$ cat src/design/owsc_pkg.sv
`timescale 1ns / 1ps
// ----------------------------------------------------------------------------
// owsc_pkg
// Shared types and constants for the omni wheel speed commander.
// ----------------------------------------------------------------------------
package owsc_pkg;

    // Coefficients in Q32, rounded to nearest at the chosen fraction width at elaboration
    localparam logic [63:0] Q32_COS  = 64'd2173398451;
    localparam logic [63:0] Q32_SIN  = 64'd3704468003;
    localparam logic [63:0] Q32_TURN = 64'd499742136;
    localparam logic [63:0] Q32_RPM  = 64'd26040581922;

    localparam int NUM_WHEELS  = 3;
    localparam int QUEUE_DEPTH = 2;
    localparam int TOTAL_W     = 17;
    localparam int DIV_STEPS   = TOTAL_W;

    // wheel lanes: 0 left, 1 right, 2 rear
    localparam logic [1:0] WHEEL_LEFT  = 2'd0;
    localparam logic [1:0] WHEEL_RIGHT = 2'd1;
    localparam logic [1:0] WHEEL_REAR  = 2'd2;

    // drive unit ids
    localparam logic [1:0] UNIT_RIGHT = 2'd1;
    localparam logic [1:0] UNIT_LEFT  = 2'd2;
    localparam logic [1:0] UNIT_REAR  = 2'd3;

    // write phases
    localparam logic [1:0] PH_ACCEL = 2'd0;
    localparam logic [1:0] PH_DECEL = 2'd1;
    localparam logic [1:0] PH_SPEED = 2'd2;

    // register indexes
    localparam logic [2:0] REG_ACCEL_ADDR = 3'd0;
    localparam logic [2:0] REG_DECEL_ADDR = 3'd1;
    localparam logic [2:0] REG_SPEED_ADDR = 3'd2;
    localparam logic [2:0] REG_IDLE_RAMP  = 3'd3;
    localparam logic [2:0] REG_RAMP_SCALE = 3'd4;

    localparam logic [15:0] IDLE_RAMP_RST  = 16'd500;
    localparam logic [15:0] RAMP_SCALE_RST = 16'd250;

    typedef struct packed {
        logic [15:0] accel_addr;
        logic [15:0] decel_addr;
        logic [15:0] speed_addr;
        logic [15:0] idle_ramp;
        logic [15:0] ramp_scale;
    } cfg_t;

    typedef struct packed {
        logic [NUM_WHEELS-1:0][15:0] rpm;
        logic [NUM_WHEELS-1:0]       chg;
        logic [TOTAL_W-1:0]          total;
    } job_t;

    typedef enum logic [2:0] {
        F_IDLE,
        F_MUL,
        F_SUM,
        F_SCALE,
        F_SAT,
        F_PUSH
    } front_state_t;

    typedef enum logic [1:0] {
        B_IDLE,
        B_DIV,
        B_MUL,
        B_EMIT
    } back_state_t;

    function automatic logic [1:0] unit_of(input logic [1:0] wheel);
        logic [1:0] u;
        unique case (wheel)
            WHEEL_LEFT:  u = UNIT_LEFT;
            WHEEL_RIGHT: u = UNIT_RIGHT;
            default:     u = UNIT_REAR;
        endcase
        return u;
    endfunction

endpackage

$ cat src/design/owsc_if.sv
`timescale 1ns / 1ps
// ----------------------------------------------------------------------------
// owsc_if
// Channel interfaces: body velocity tick in, drive register write out.
// ----------------------------------------------------------------------------
interface owsc_tick_if;
    logic               valid;
    logic               ready;
    logic signed [15:0] vel_x;
    logic signed [15:0] vel_y;
    logic signed [15:0] turn_rate;

    modport source (output valid, output vel_x, output vel_y, output turn_rate, input ready);
    modport sink   (input valid, input vel_x, input vel_y, input turn_rate, output ready);
endinterface

interface owsc_write_if;
    logic        valid;
    logic        ready;
    logic [1:0]  unit_id;
    logic [15:0] reg_addr;
    logic [15:0] reg_value;
    logic        last_write;

    modport source (output valid, output unit_id, output reg_addr, output reg_value,
                    output last_write, input ready);
    modport sink   (input valid, input unit_id, input reg_addr, input reg_value,
                    input last_write, output ready);
endinterface

$ cat src/design/owsc_front.sv
`timescale 1ns / 1ps
// ----------------------------------------------------------------------------
// owsc_front
// Takes a tick, works out the three wheel rpms, flags changed wheels and
// queues the job for the write sequencer.
// ----------------------------------------------------------------------------
module owsc_front #(
    parameter int COEF_FRAC_BITS = 16
) (
    input  logic                 clk,
    input  logic                 rst_n,
    owsc_tick_if.sink            tick,
    input  logic                 q_full,
    output logic                 q_push,
    output owsc_pkg::job_t       q_data
);

    localparam int F  = COEF_FRAC_BITS;
    localparam int CW = F + 3;
    localparam int PW = CW + 17;
    localparam int SW = PW + 2;
    localparam int WW = SW - F;
    localparam int MW = WW + CW + 1;
    localparam int RW = MW - F;

    localparam logic [63:0] C64 = (owsc_pkg::Q32_COS  + (64'd1 << (31 - F))) >> (32 - F);
    localparam logic [63:0] S64 = (owsc_pkg::Q32_SIN  + (64'd1 << (31 - F))) >> (32 - F);
    localparam logic [63:0] T64 = (owsc_pkg::Q32_TURN + (64'd1 << (31 - F))) >> (32 - F);
    localparam logic [63:0] K64 = (owsc_pkg::Q32_RPM  + (64'd1 << (31 - F))) >> (32 - F);
    localparam logic [CW-1:0] COEF_C = C64[CW-1:0];
    localparam logic [CW-1:0] COEF_S = S64[CW-1:0];
    localparam logic [CW-1:0] COEF_T = T64[CW-1:0];
    localparam logic [CW-1:0] COEF_K = K64[CW-1:0];

    localparam logic signed [RW-1:0] RPM_MAX = RW'(32'sd32767);
    localparam logic signed [RW-1:0] RPM_MIN = RW'(-32'sd32768);

    owsc_pkg::front_state_t state_reg, state_next;

    logic signed [15:0]   vx_reg, vy_reg, tr_reg;
    logic signed [PW-1:0] cx_reg, sy_reg, tt_reg;
    logic signed [WW-1:0] w_reg [owsc_pkg::NUM_WHEELS];
    logic signed [MW-1:0] y_reg [owsc_pkg::NUM_WHEELS];
    logic [15:0]          rpm_reg  [owsc_pkg::NUM_WHEELS];
    logic [15:0]          prev_reg [owsc_pkg::NUM_WHEELS];

    logic signed [SW-1:0] sum    [owsc_pkg::NUM_WHEELS];
    logic signed [SW-1:0] sum_sh [owsc_pkg::NUM_WHEELS];
    logic signed [WW-1:0] w_val  [owsc_pkg::NUM_WHEELS];
    logic signed [MW-1:0] y_sh   [owsc_pkg::NUM_WHEELS];
    logic signed [RW-1:0] r_val  [owsc_pkg::NUM_WHEELS];
    logic [15:0]          rpm_val[owsc_pkg::NUM_WHEELS];
    logic [15:0]          mag    [owsc_pkg::NUM_WHEELS];
    logic signed [SW-1:0] vx_ext;

    assign vx_ext = SW'(vx_reg);
    assign sum[0] = SW'(cx_reg) + SW'(sy_reg) - SW'(tt_reg);
    assign sum[1] = SW'(cx_reg) - SW'(sy_reg) - SW'(tt_reg);
    assign sum[2] = -(vx_ext <<< F) - SW'(tt_reg);

    // truncation toward zero on both divides by 2^F
    for (genvar i = 0; i < owsc_pkg::NUM_WHEELS; i++)
    begin : g_lane
        assign sum_sh[i] = sum[i] >>> F;
        assign w_val[i]  = sum_sh[i][WW-1:0]
                         + WW'(sum[i][SW-1] && (|sum[i][F-1:0]));
        assign y_sh[i]   = y_reg[i] >>> F;
        assign r_val[i]  = y_sh[i][RW-1:0]
                         + RW'(y_reg[i][MW-1] && (|y_reg[i][F-1:0]));
        always_comb
        begin
            if (r_val[i] > RPM_MAX)
                rpm_val[i] = 16'h7fff;
            else if (r_val[i] < RPM_MIN)
                rpm_val[i] = 16'h8000;
            else
                rpm_val[i] = r_val[i][15:0];
        end
        // -32768 negates to 0x8000, which is 32768 read unsigned
        assign mag[i] = rpm_reg[i][15] ? 16'(-rpm_reg[i]) : rpm_reg[i];
        assign q_data.rpm[i] = rpm_reg[i];
        assign q_data.chg[i] = rpm_reg[i] != prev_reg[i];
    end

    assign q_data.total = owsc_pkg::TOTAL_W'(mag[0]) + owsc_pkg::TOTAL_W'(mag[1])
                        + owsc_pkg::TOTAL_W'(mag[2]);

    always_comb
    begin
        state_next = state_reg;
        unique case (state_reg)
            owsc_pkg::F_IDLE:  if (tick.valid) state_next = owsc_pkg::F_MUL;
            owsc_pkg::F_MUL:   state_next = owsc_pkg::F_SUM;
            owsc_pkg::F_SUM:   state_next = owsc_pkg::F_SCALE;
            owsc_pkg::F_SCALE: state_next = owsc_pkg::F_SAT;
            owsc_pkg::F_SAT:   state_next = owsc_pkg::F_PUSH;
            owsc_pkg::F_PUSH:  if (!q_full) state_next = owsc_pkg::F_IDLE;
            default:           state_next = owsc_pkg::F_IDLE;
        endcase
    end

    always_comb
    begin
        tick.ready = (state_reg == owsc_pkg::F_IDLE);
        q_push     = (state_reg == owsc_pkg::F_PUSH) && !q_full;
    end

    always_ff @(posedge clk or negedge rst_n)
    begin
        if (!rst_n)
        begin
            state_reg <= owsc_pkg::F_IDLE;
            for (int i = 0; i < owsc_pkg::NUM_WHEELS; i++)
                prev_reg[i] <= '0;
        end
        else
        begin
            state_reg <= state_next;
            if (q_push)
                for (int i = 0; i < owsc_pkg::NUM_WHEELS; i++)
                    prev_reg[i] <= rpm_reg[i];
        end
    end

    always_ff @(posedge clk)
    begin
        if (tick.valid && tick.ready)
        begin
            vx_reg <= tick.vel_x;
            vy_reg <= tick.vel_y;
            tr_reg <= tick.turn_rate;
        end
        if (state_reg == owsc_pkg::F_MUL)
        begin
            cx_reg <= vx_reg * $signed({1'b0, COEF_C});
            sy_reg <= vy_reg * $signed({1'b0, COEF_S});
            tt_reg <= tr_reg * $signed({1'b0, COEF_T});
        end
        for (int i = 0; i < owsc_pkg::NUM_WHEELS; i++)
        begin
            if (state_reg == owsc_pkg::F_SUM)
                w_reg[i] <= w_val[i];
            if (state_reg == owsc_pkg::F_SCALE)
                y_reg[i] <= w_reg[i] * $signed({1'b0, COEF_K});
            if (state_reg == owsc_pkg::F_SAT)
                rpm_reg[i] <= rpm_val[i];
        end
    end

endmodule

$ cat src/design/owsc_queue.sv
`timescale 1ns / 1ps
// ----------------------------------------------------------------------------
// owsc_queue
// Short job queue between the kinematics front and the write sequencer.
// ----------------------------------------------------------------------------
module owsc_queue (
    input  logic           clk,
    input  logic           rst_n,
    input  logic           push,
    input  owsc_pkg::job_t push_data,
    output logic           full,
    input  logic           pop,
    output owsc_pkg::job_t pop_data,
    output logic           empty
);

    localparam int DEPTH = owsc_pkg::QUEUE_DEPTH;
    localparam int PTR_W = (DEPTH > 1) ? $clog2(DEPTH) : 1;
    localparam int CNT_W = $clog2(DEPTH + 1);

    owsc_pkg::job_t   slot_reg [DEPTH];
    logic [PTR_W-1:0] wr_ptr_reg, wr_ptr_next;
    logic [PTR_W-1:0] rd_ptr_reg, rd_ptr_next;
    logic [CNT_W-1:0] count_reg, count_next;

    assign full     = (count_reg == CNT_W'(DEPTH));
    assign empty    = (count_reg == '0);
    assign pop_data = slot_reg[rd_ptr_reg];

    always_comb
    begin
        wr_ptr_next = wr_ptr_reg;
        rd_ptr_next = rd_ptr_reg;
        count_next  = count_reg;
        if (push)
            wr_ptr_next = (wr_ptr_reg == PTR_W'(DEPTH - 1)) ? '0 : wr_ptr_reg + 1'b1;
        if (pop)
            rd_ptr_next = (rd_ptr_reg == PTR_W'(DEPTH - 1)) ? '0 : rd_ptr_reg + 1'b1;
        if (push && !pop)
            count_next = count_reg + 1'b1;
        else if (pop && !push)
            count_next = count_reg - 1'b1;
    end

    always_ff @(posedge clk or negedge rst_n)
    begin
        if (!rst_n)
        begin
            wr_ptr_reg <= '0;
            rd_ptr_reg <= '0;
            count_reg  <= '0;
        end
        else
        begin
            wr_ptr_reg <= wr_ptr_next;
            rd_ptr_reg <= rd_ptr_next;
            count_reg  <= count_next;
        end
    end

    always_ff @(posedge clk)
    begin
        if (push)
            slot_reg[wr_ptr_reg] <= push_data;
    end

endmodule

$ cat src/design/owsc_back.sv
`timescale 1ns / 1ps
// ----------------------------------------------------------------------------
// owsc_back
// Write sequencer: ramp times through a shared restoring divider, then the
// drive register writes in accel, decel, speed order.
// ----------------------------------------------------------------------------
module owsc_back (
    input  logic           clk,
    input  logic           rst_n,
    input  owsc_pkg::cfg_t cfg,
    input  logic           q_empty,
    input  owsc_pkg::job_t q_data,
    output logic           q_pop,
    owsc_write_if.source   cmd
);

    localparam int TW    = owsc_pkg::TOTAL_W;
    localparam int STEPW = $clog2(owsc_pkg::DIV_STEPS);

    owsc_pkg::back_state_t state_reg, state_next;

    owsc_pkg::job_t   job_reg, job_next;
    logic [1:0]       wheel_reg, wheel_next;
    logic [STEPW-1:0] step_reg, step_next;
    logic [TW-1:0]    rem_reg, rem_next;
    logic [TW-1:0]    quo_reg, quo_next;
    logic [owsc_pkg::NUM_WHEELS-1:0][15:0] ramp_reg, ramp_next;
    logic [1:0]       ph_reg, ph_next;
    logic [1:0]       slot_reg, slot_next;

    logic             out_valid_reg, out_valid_next;
    logic [1:0]       out_unit_reg, out_unit_next;
    logic [15:0]      out_addr_reg, out_addr_next;
    logic [15:0]      out_value_reg, out_value_next;
    logic             out_last_reg, out_last_next;

    logic [15:0]      cur_rpm;
    logic [15:0]      cur_mag;
    logic [TW-1:0]    shifted;
    logic [TW:0]      trial;
    logic [31:0]      scaled;
    logic [1:0]       last_slot;
    logic             can_load;
    logic             div_done;

    assign cur_rpm  = job_reg.rpm[wheel_reg];
    assign cur_mag  = cur_rpm[15] ? 16'(-cur_rpm) : cur_rpm;
    assign shifted  = {rem_reg[TW-2:0], quo_reg[TW-1]};
    assign trial    = {1'b0, shifted} - (TW + 1)'(cur_mag);
    assign scaled   = quo_reg[15:0] * cfg.ramp_scale;
    assign can_load = !out_valid_reg || cmd.ready;
    assign div_done = (step_reg == STEPW'(owsc_pkg::DIV_STEPS - 1));

    always_comb
    begin
        priority if (job_reg.chg[owsc_pkg::WHEEL_REAR])
            last_slot = owsc_pkg::WHEEL_REAR;
        else if (job_reg.chg[owsc_pkg::WHEEL_RIGHT])
            last_slot = owsc_pkg::WHEEL_RIGHT;
        else
            last_slot = owsc_pkg::WHEEL_LEFT;
    end

    always_comb
    begin
        state_next = state_reg;
        unique case (state_reg)
            owsc_pkg::B_IDLE:
                if (!q_empty && (|q_data.chg))
                    state_next = owsc_pkg::B_DIV;
            owsc_pkg::B_DIV:
                if (div_done)
                    state_next = owsc_pkg::B_MUL;
            owsc_pkg::B_MUL:
                state_next = (wheel_reg == owsc_pkg::WHEEL_REAR) ? owsc_pkg::B_EMIT
                                                                 : owsc_pkg::B_DIV;
            owsc_pkg::B_EMIT:
                if (can_load && ph_reg == owsc_pkg::PH_SPEED
                    && slot_reg == owsc_pkg::WHEEL_REAR)
                    state_next = owsc_pkg::B_IDLE;
            default:
                state_next = owsc_pkg::B_IDLE;
        endcase
    end

    always_comb
    begin
        q_pop          = 1'b0;
        job_next       = job_reg;
        wheel_next     = wheel_reg;
        step_next      = step_reg;
        rem_next       = rem_reg;
        quo_next       = quo_reg;
        ramp_next      = ramp_reg;
        ph_next        = ph_reg;
        slot_next      = slot_reg;
        out_valid_next = out_valid_reg && !cmd.ready;
        out_unit_next  = out_unit_reg;
        out_addr_next  = out_addr_reg;
        out_value_next = out_value_reg;
        out_last_next  = out_last_reg;

        unique case (state_reg)
            owsc_pkg::B_IDLE:
            begin
                // a job with no changed wheel is dropped without writes
                if (!q_empty)
                begin
                    q_pop      = 1'b1;
                    job_next   = q_data;
                    wheel_next = owsc_pkg::WHEEL_LEFT;
                    step_next  = '0;
                    rem_next   = '0;
                    quo_next   = q_data.total;
                end
            end
            owsc_pkg::B_DIV:
            begin
                step_next = step_reg + 1'b1;
                if (!trial[TW])
                begin
                    rem_next = trial[TW-1:0];
                    quo_next = {quo_reg[TW-2:0], 1'b1};
                end
                else
                begin
                    rem_next = shifted;
                    quo_next = {quo_reg[TW-2:0], 1'b0};
                end
            end
            owsc_pkg::B_MUL:
            begin
                ramp_next[wheel_reg] = (cur_rpm == '0) ? cfg.idle_ramp : scaled[15:0];
                wheel_next = wheel_reg + 1'b1;
                step_next  = '0;
                rem_next   = '0;
                quo_next   = job_reg.total;
                ph_next    = owsc_pkg::PH_ACCEL;
                slot_next  = owsc_pkg::WHEEL_LEFT;
            end
            owsc_pkg::B_EMIT:
            begin
                if (can_load)
                begin
                    out_valid_next = job_reg.chg[slot_reg];
                    out_unit_next  = owsc_pkg::unit_of(slot_reg);
                    unique case (ph_reg)
                        owsc_pkg::PH_ACCEL: out_addr_next = cfg.accel_addr;
                        owsc_pkg::PH_DECEL: out_addr_next = cfg.decel_addr;
                        default:            out_addr_next = cfg.speed_addr;
                    endcase
                    out_value_next = (ph_reg == owsc_pkg::PH_SPEED) ? job_reg.rpm[slot_reg]
                                                                    : ramp_reg[slot_reg];
                    out_last_next  = (ph_reg == owsc_pkg::PH_SPEED) && (slot_reg == last_slot);
                    if (slot_reg == owsc_pkg::WHEEL_REAR)
                    begin
                        slot_next = owsc_pkg::WHEEL_LEFT;
                        ph_next   = ph_reg + 1'b1;
                    end
                    else
                    begin
                        slot_next = slot_reg + 1'b1;
                    end
                end
            end
            default: ;
        endcase
    end

    assign cmd.valid      = out_valid_reg;
    assign cmd.unit_id    = out_unit_reg;
    assign cmd.reg_addr   = out_addr_reg;
    assign cmd.reg_value  = out_value_reg;
    assign cmd.last_write = out_last_reg;

    always_ff @(posedge clk or negedge rst_n)
    begin
        if (!rst_n)
        begin
            state_reg     <= owsc_pkg::B_IDLE;
            out_valid_reg <= 1'b0;
            wheel_reg     <= '0;
            step_reg      <= '0;
            ph_reg        <= '0;
            slot_reg      <= '0;
        end
        else
        begin
            state_reg     <= state_next;
            out_valid_reg <= out_valid_next;
            wheel_reg     <= wheel_next;
            step_reg      <= step_next;
            ph_reg        <= ph_next;
            slot_reg      <= slot_next;
        end
    end

    always_ff @(posedge clk)
    begin
        job_reg       <= job_next;
        rem_reg       <= rem_next;
        quo_reg       <= quo_next;
        ramp_reg      <= ramp_next;
        out_unit_reg  <= out_unit_next;
        out_addr_reg  <= out_addr_next;
        out_value_reg <= out_value_next;
        out_last_reg  <= out_last_next;
    end

endmodule

$ cat src/design/omni_wheel_speed_commander.sv
`timescale 1ns / 1ps
// ----------------------------------------------------------------------------
// omni_wheel_speed_commander
// Three-wheel omni base inverse kinematics that turns body velocity ticks
// into drive register writes for the wheels whose rpm changed.
// ----------------------------------------------------------------------------
//  channel | dir | handshake         | word
//  tick    | in  | valid / ready     | vel_x, vel_y, turn_rate
//  cmd     | out | valid / ready     | unit_id, reg_addr, reg_value, last_write
//  apb     | in  | psel / penable    | paddr, pwdata, prdata (5 x 16-bit regs)
//
// Front: per tick it steps through capture, products, sums, rpm scale, saturate, queue.
// Back: a load step, then the three ramp divisions (17-step restoring divider
// plus a scale multiply each), then 9 write slots, one per cycle when cmd
// is ready.
// A 2-deep job queue lets the front take ticks while writes are stalled.
// Reset is asynchronous; no clearing pass is needed.
// ----------------------------------------------------------------------------
module omni_wheel_speed_commander #(
    parameter int COEF_FRAC_BITS = 16
) (
    input  logic         clk,
    input  logic         rst_n,
    owsc_tick_if.sink    tick,
    owsc_write_if.source cmd,
    input  logic         psel,
    input  logic         penable,
    input  logic         pwrite,
    input  logic [4:0]   paddr,
    input  logic [31:0]  pwdata,
    output logic [31:0]  prdata,
    output logic         pready
);

    owsc_pkg::cfg_t cfg_reg, cfg_next;
    owsc_pkg::job_t push_data, pop_data;
    logic           q_push, q_pop, q_full, q_empty;
    logic           wr_en;
    logic [2:0]     reg_idx;

    assign pready  = 1'b1;
    assign wr_en   = psel && penable && pwrite && pready;
    assign reg_idx = paddr[4:2];

    always_comb
    begin
        cfg_next = cfg_reg;
        if (wr_en)
        begin
            unique case (reg_idx)
                owsc_pkg::REG_ACCEL_ADDR: cfg_next.accel_addr = pwdata[15:0];
                owsc_pkg::REG_DECEL_ADDR: cfg_next.decel_addr = pwdata[15:0];
                owsc_pkg::REG_SPEED_ADDR: cfg_next.speed_addr = pwdata[15:0];
                owsc_pkg::REG_IDLE_RAMP:  cfg_next.idle_ramp  = pwdata[15:0];
                owsc_pkg::REG_RAMP_SCALE: cfg_next.ramp_scale = pwdata[15:0];
                default: ;
            endcase
        end
    end

    always_comb
    begin
        unique case (reg_idx)
            owsc_pkg::REG_ACCEL_ADDR: prdata = {16'd0, cfg_reg.accel_addr};
            owsc_pkg::REG_DECEL_ADDR: prdata = {16'd0, cfg_reg.decel_addr};
            owsc_pkg::REG_SPEED_ADDR: prdata = {16'd0, cfg_reg.speed_addr};
            owsc_pkg::REG_IDLE_RAMP:  prdata = {16'd0, cfg_reg.idle_ramp};
            owsc_pkg::REG_RAMP_SCALE: prdata = {16'd0, cfg_reg.ramp_scale};
            default:                  prdata = '0;
        endcase
    end

    always_ff @(posedge clk or negedge rst_n)
    begin
        if (!rst_n)
        begin
            cfg_reg.accel_addr <= '0;
            cfg_reg.decel_addr <= '0;
            cfg_reg.speed_addr <= '0;
            cfg_reg.idle_ramp  <= owsc_pkg::IDLE_RAMP_RST;
            cfg_reg.ramp_scale <= owsc_pkg::RAMP_SCALE_RST;
        end
        else
        begin
            cfg_reg <= cfg_next;
        end
    end

    owsc_front #(
        .COEF_FRAC_BITS (COEF_FRAC_BITS)
    ) u_front (
        .clk    (clk),
        .rst_n  (rst_n),
        .tick   (tick),
        .q_full (q_full),
        .q_push (q_push),
        .q_data (push_data)
    );

    owsc_queue u_queue (
        .clk       (clk),
        .rst_n     (rst_n),
        .push      (q_push),
        .push_data (push_data),
        .full      (q_full),
        .pop       (q_pop),
        .pop_data  (pop_data),
        .empty     (q_empty)
    );

    owsc_back u_back (
        .clk     (clk),
        .rst_n   (rst_n),
        .cfg     (cfg_reg),
        .q_empty (q_empty),
        .q_data  (pop_data),
        .q_pop   (q_pop),
        .cmd     (cmd)
    );

endmodule
$ cat src/flat_wrapper.sv
// flat-port wrapper written by rule: the top's interface ports become plain ports
module omni_wheel_speed_commander_flat 
#(
    parameter int COEF_FRAC_BITS = 16
)
  (clk, rst_n, psel, penable, pwrite, paddr, pwdata, prdata, pready, tick_valid, tick_vel_x, tick_vel_y, tick_turn_rate, tick_ready, cmd_valid, cmd_unit_id, cmd_reg_addr, cmd_reg_value, cmd_last_write, cmd_ready);
  owsc_tick_if tick_i ();
  owsc_write_if cmd_i ();
  input  logic clk;
  input  logic rst_n;
  input  logic psel;
  input  logic penable;
  input  logic pwrite;
  input  logic [4:0] paddr;
  input  logic [31:0] pwdata;
  output logic [31:0] prdata;
  output logic pready;
  input wire logic [$bits(tick_i.valid)-1:0] tick_valid;
  input wire logic [$bits(tick_i.vel_x)-1:0] tick_vel_x;
  input wire logic [$bits(tick_i.vel_y)-1:0] tick_vel_y;
  input wire logic [$bits(tick_i.turn_rate)-1:0] tick_turn_rate;
  output wire logic [$bits(tick_i.ready)-1:0] tick_ready;
  output wire logic [$bits(cmd_i.valid)-1:0] cmd_valid;
  output wire logic [$bits(cmd_i.unit_id)-1:0] cmd_unit_id;
  output wire logic [$bits(cmd_i.reg_addr)-1:0] cmd_reg_addr;
  output wire logic [$bits(cmd_i.reg_value)-1:0] cmd_reg_value;
  output wire logic [$bits(cmd_i.last_write)-1:0] cmd_last_write;
  input wire logic [$bits(cmd_i.ready)-1:0] cmd_ready;
  assign tick_i.valid = tick_valid;
  assign tick_i.vel_x = tick_vel_x;
  assign tick_i.vel_y = tick_vel_y;
  assign tick_i.turn_rate = tick_turn_rate;
  assign tick_ready = tick_i.ready;
  assign cmd_valid = cmd_i.valid;
  assign cmd_unit_id = cmd_i.unit_id;
  assign cmd_reg_addr = cmd_i.reg_addr;
  assign cmd_reg_value = cmd_i.reg_value;
  assign cmd_last_write = cmd_i.last_write;
  assign cmd_i.ready = cmd_ready;
  omni_wheel_speed_commander #(.COEF_FRAC_BITS(COEF_FRAC_BITS)) u_core (.clk(clk), .rst_n(rst_n), .tick(tick_i), .cmd(cmd_i), .psel(psel), .penable(penable), .pwrite(pwrite), .paddr(paddr), .pwdata(pwdata), .prdata(prdata), .pready(pready));
endmodule
$ cat config.mk
export PLATFORM = sky130hd
export DESIGN_NAME = omni_wheel_speed_commander_flat
export DESIGN_NICKNAME = d
export VERILOG_FILES = /design/src/design/owsc_pkg.sv /design/src/design/owsc_if.sv /design/src/design/owsc_front.sv /design/src/design/owsc_queue.sv /design/src/design/owsc_back.sv /design/src/design/omni_wheel_speed_commander.sv /design/src/flat_wrapper.sv
export SDC_FILE = /design/constraint.sdc
export NUM_CORES = 2
export LEC_CHECK = 0
export BUFFER_PORTS_ARGS = -buffer_cell sky130_fd_sc_hd__buf_4
export CELL_PAD_IN_SITES_DETAIL_PLACEMENT = 0
export CELL_PAD_IN_SITES_GLOBAL_PLACEMENT = 1
export CORE_MARGIN = 2
export CORE_UTILIZATION = 35
export CTS_CLUSTER_DIAMETER = 50
export CTS_CLUSTER_SIZE = 8
export DETAILED_ROUTE_END_ITERATION = 12
export PLACE_DENSITY = 0.68
export SLEW_MARGIN = 5
export SYNTH_ARGS = -nofsm -noshare
export SYNTH_HDL_FRONTEND = slang
export SYNTH_SLANG_ARGS = --single-unit
$ cat constraint.sdc
create_clock -name clk -period 9.55 [get_ports clk]
set_input_delay 1.91 -clock clk [delete_from_list [all_inputs] [get_ports clk]]
set_output_delay 1.91 -clock clk [all_outputs]
set_load 0.02 [all_outputs]
==> metrics <==
outcome complete, no violations; Hold Violations, Final 0; EDFF count, synth 697; MaxCap Viol Count 0; adder-cell share of the synthesized area 31.1%; Startpoint Class register; asr flop ratio synth 17.6%; antenna-violating nets left 0; largest family of logic cells by synthesized area adder cells; Hold Crit Class reg2reg; Reg clk slew, reported paths 50 ps; vias in the first global route 53412; Largest register FFs 136; final clock skew 67.2 ps; WL/cell 16.8 um; GPL Wtd Cong 0.864; cts hold-fix bufs 0; fmax 151 MHz; critical path class reg2reg; minimum clock period 6640 ps; die width 474 um; Setup-failing EPs final 0; reg-to-reg startpoint u_core.u_front.tt_reg[2]; fin crit share 69.5%; Ys Warns 0; drt initial violations 2501; max_slew headroom 19.5%; buffer count from post-CTS setup fixing 0; DP Wirelength 139000 um; largest net degree at the start of global routing 80; FF+latch count, synth 846; CTS tree yes; multiplexer area fraction after synthesis 3.61%; Core Area 0.220 sq mm; CP arrival 7140 ps; CTS Buf Count 143; final wirelength 177000 um; synth unique cells 97; layout cells sized above 1 8.00%; via count 51746; simple-gate share of the synthesized area 9.03%; clock root cell clkbuf_16; drt first pass iters 5; total gr overflow 0; min-delay src u_core.u_front.prev_reg[2]; CP required 10050 ps; H-tree levels 4; via/cell ratio 4.91; first-pass GRT wire length 286000 um; buffers added on ports 126; Worst-Skew Late Latency 820 ps; Setup crit start u_core.u_front.tt_reg[2]; setup TNS 0 ps; Seq/Total Area, Yosys 31.9%; Net count, final 9227; Critical Path End Type register; complex-gate fraction of the synthesized area 10.7%; Avg Inst Size Synth 10.4 sq um; CTS sink count 846; Gate Count Post-Synth 7398; critical-path maximum fanout 5; GRT Overall Usage 15.8%; initial core utilization 35.2%; FP Rows 172; Slew Limit Fails 0; height of the die 474 um; RSZ-0062 raised after global routing false; CTS resizes 0; Slew @ Worst Pin 1200 ps; fill count 21434; Ports 162; synthesized area 0.0773 sq mm; Area Growth Syn to Fin 11.7%; xor and xnor area share after synthesis 7.02%; Top FF cell, synth edfxtp_1; DRC Markers 0; initial antenna violation count 1; CTS max path bufs 3; Die Area 0.225 sq mm; Worst Hold Slack 492 ps
[critical path: stages, from the launching register on]
cell and delay, ps:
edfxtp_1 530, fa_1 530, ha_1 370, a21o_1 230, a221oi_1 540, a311o_1 390, a31oi_1 180, a21boi_1 370
o311a_1 300, o21ai_0 110, nand2_1 90, a31oi_1 320, a31oi_1 320, ha_1 290, or4bb_1 500, nand2_1 70
a311oi_1 100, nor2b_1 240, nand3_1 160, nor3_2 420, nand3_1 140, xnor2_1 170
[layer usage]
metal | vias to the layer above | wire (um) | global-route usage [%]
met4 | 0 | 5560 | 5.25
met5 | - | 0 | 0
met2 | 876 | 83800 | 27.0
met1 | 24971 | 80900 | 20.6
met3 | 250 | 6390 | 2.19
li1 | 25649 | - | -
[kinds of logic (layout without fill, tap and decap cells)]
logic type      count (synthesis)  after routing
flops                         846            846
buf+inv                      1343           1595
compound gates               1284           1284
mux                           257            257
other cells                     2             18
simple gates                 1459           1459
fa+ha+maj                    1588           1588
xor+xnor                      619            619
[metrics by stage]
step           area, sq um  std cells  util [%]  setup slack (ps)
2_1_floorplan        77300       7413         -              1280
3_3_place_gp         81500      10273      37.1              3050
3_5_place_dp         81500      10273      37.1              2920
4_1_cts              86300      10536      39.3              2910
5_1_grt              86300      10537      39.3              2540
6_report             86300      10537      39.3              2910
[cell type report]
cell class,instances,area (sq um),share of cell area [%]
well taps,2871,3590,4.16
clock inverters,43,806,0.934
repair buffers,165,1240,1.44
diodes,1,2.50,0.00290
multi-input cells,5224,47600,55.2
inverters,1167,4380,5.08
flip-flops and latches,846,24700,28.6
clock buffers,220,3980,4.61
[layout by cell type (no fill, tap or decap), types with 26 or more instances in the layout]
cell	count
ha_1	1036
nand2b_1	46
nand3_1	132
clkbuf_1	68
inv_1	1163
a211oi_1	46
edfxtp_1	697
o22ai_1	26
o21a_1	47
o211ai_1	28
clkbuf_16	145
nand4_1	41
a31oi_1	42
or3_1	26
and3_1	41
a21o_1	146
nor3_1	72
nor2_1	313
mux2i_1	89
dfrtp_1	135
a21oi_1	357
nor2b_1	41
buf_4	164
and2_1	103
o21ai_0	271
mux2_2	167
xor2_1	248
nor4_1	39
o21bai_1	46
fa_1	552
a22oi_1	64
nand2_1	509
xnor2_1	370
[cell usage after synthesis (21+ instances only)]
cell type,n,area (sq um)
a31oi_1,42,263
o21bai_1,46,345
or2_2,21,131
nand4_1,41,257
o21ai_0,271,1360
nand2b_1,46,288
ha_1,1036,13000
edfxtp_1,697,20900
dfrtp_1,137,3430
o211ai_1,28,210
nor4_1,40,250
o21a_1,47,353
a211oi_1,46,345
and3_1,42,263
o31ai_1,23,173
xor2_1,248,2170
o22ai_1,26,163
nor2b_1,42,263
nand2_1,509,1910
nor2_1,317,1190
and2_1,105,657
a21o_1,146,1100
a31o_2,23,201
fa_1,552,11100
mux2_2,167,1880
or3_1,26,163
nand3_1,132,661
clkbuf_1,146,548
inv_1,1164,4370
a22oi_1,64,480
a21oi_1,357,1790
nor3_1,72,360
mux2i_1,89,891
xnor2_1,370,3240
[final timing paths]
check	endpoint	slack, ps	cells after the start
worst max-delay path	u_core.u_front.w_reg[0][37]	2910	21
worst min-delay path	u_core.u_front.prev_reg[2]	490	2
worst max register to register	u_core.u_front.w_reg[0][37]	2910	21
worst min register to register	u_core.u_front.prev_reg[2]	490	2
max in group asynchronous	u_core.cfg_reg[14]	6910	2
min in group asynchronous	u_core.u_back.slot_reg[0]	1180	1
Power is left out: the tool's default activity adds up to more than one toggle a clock period on the data nets, which glitch-free logic cannot reach.
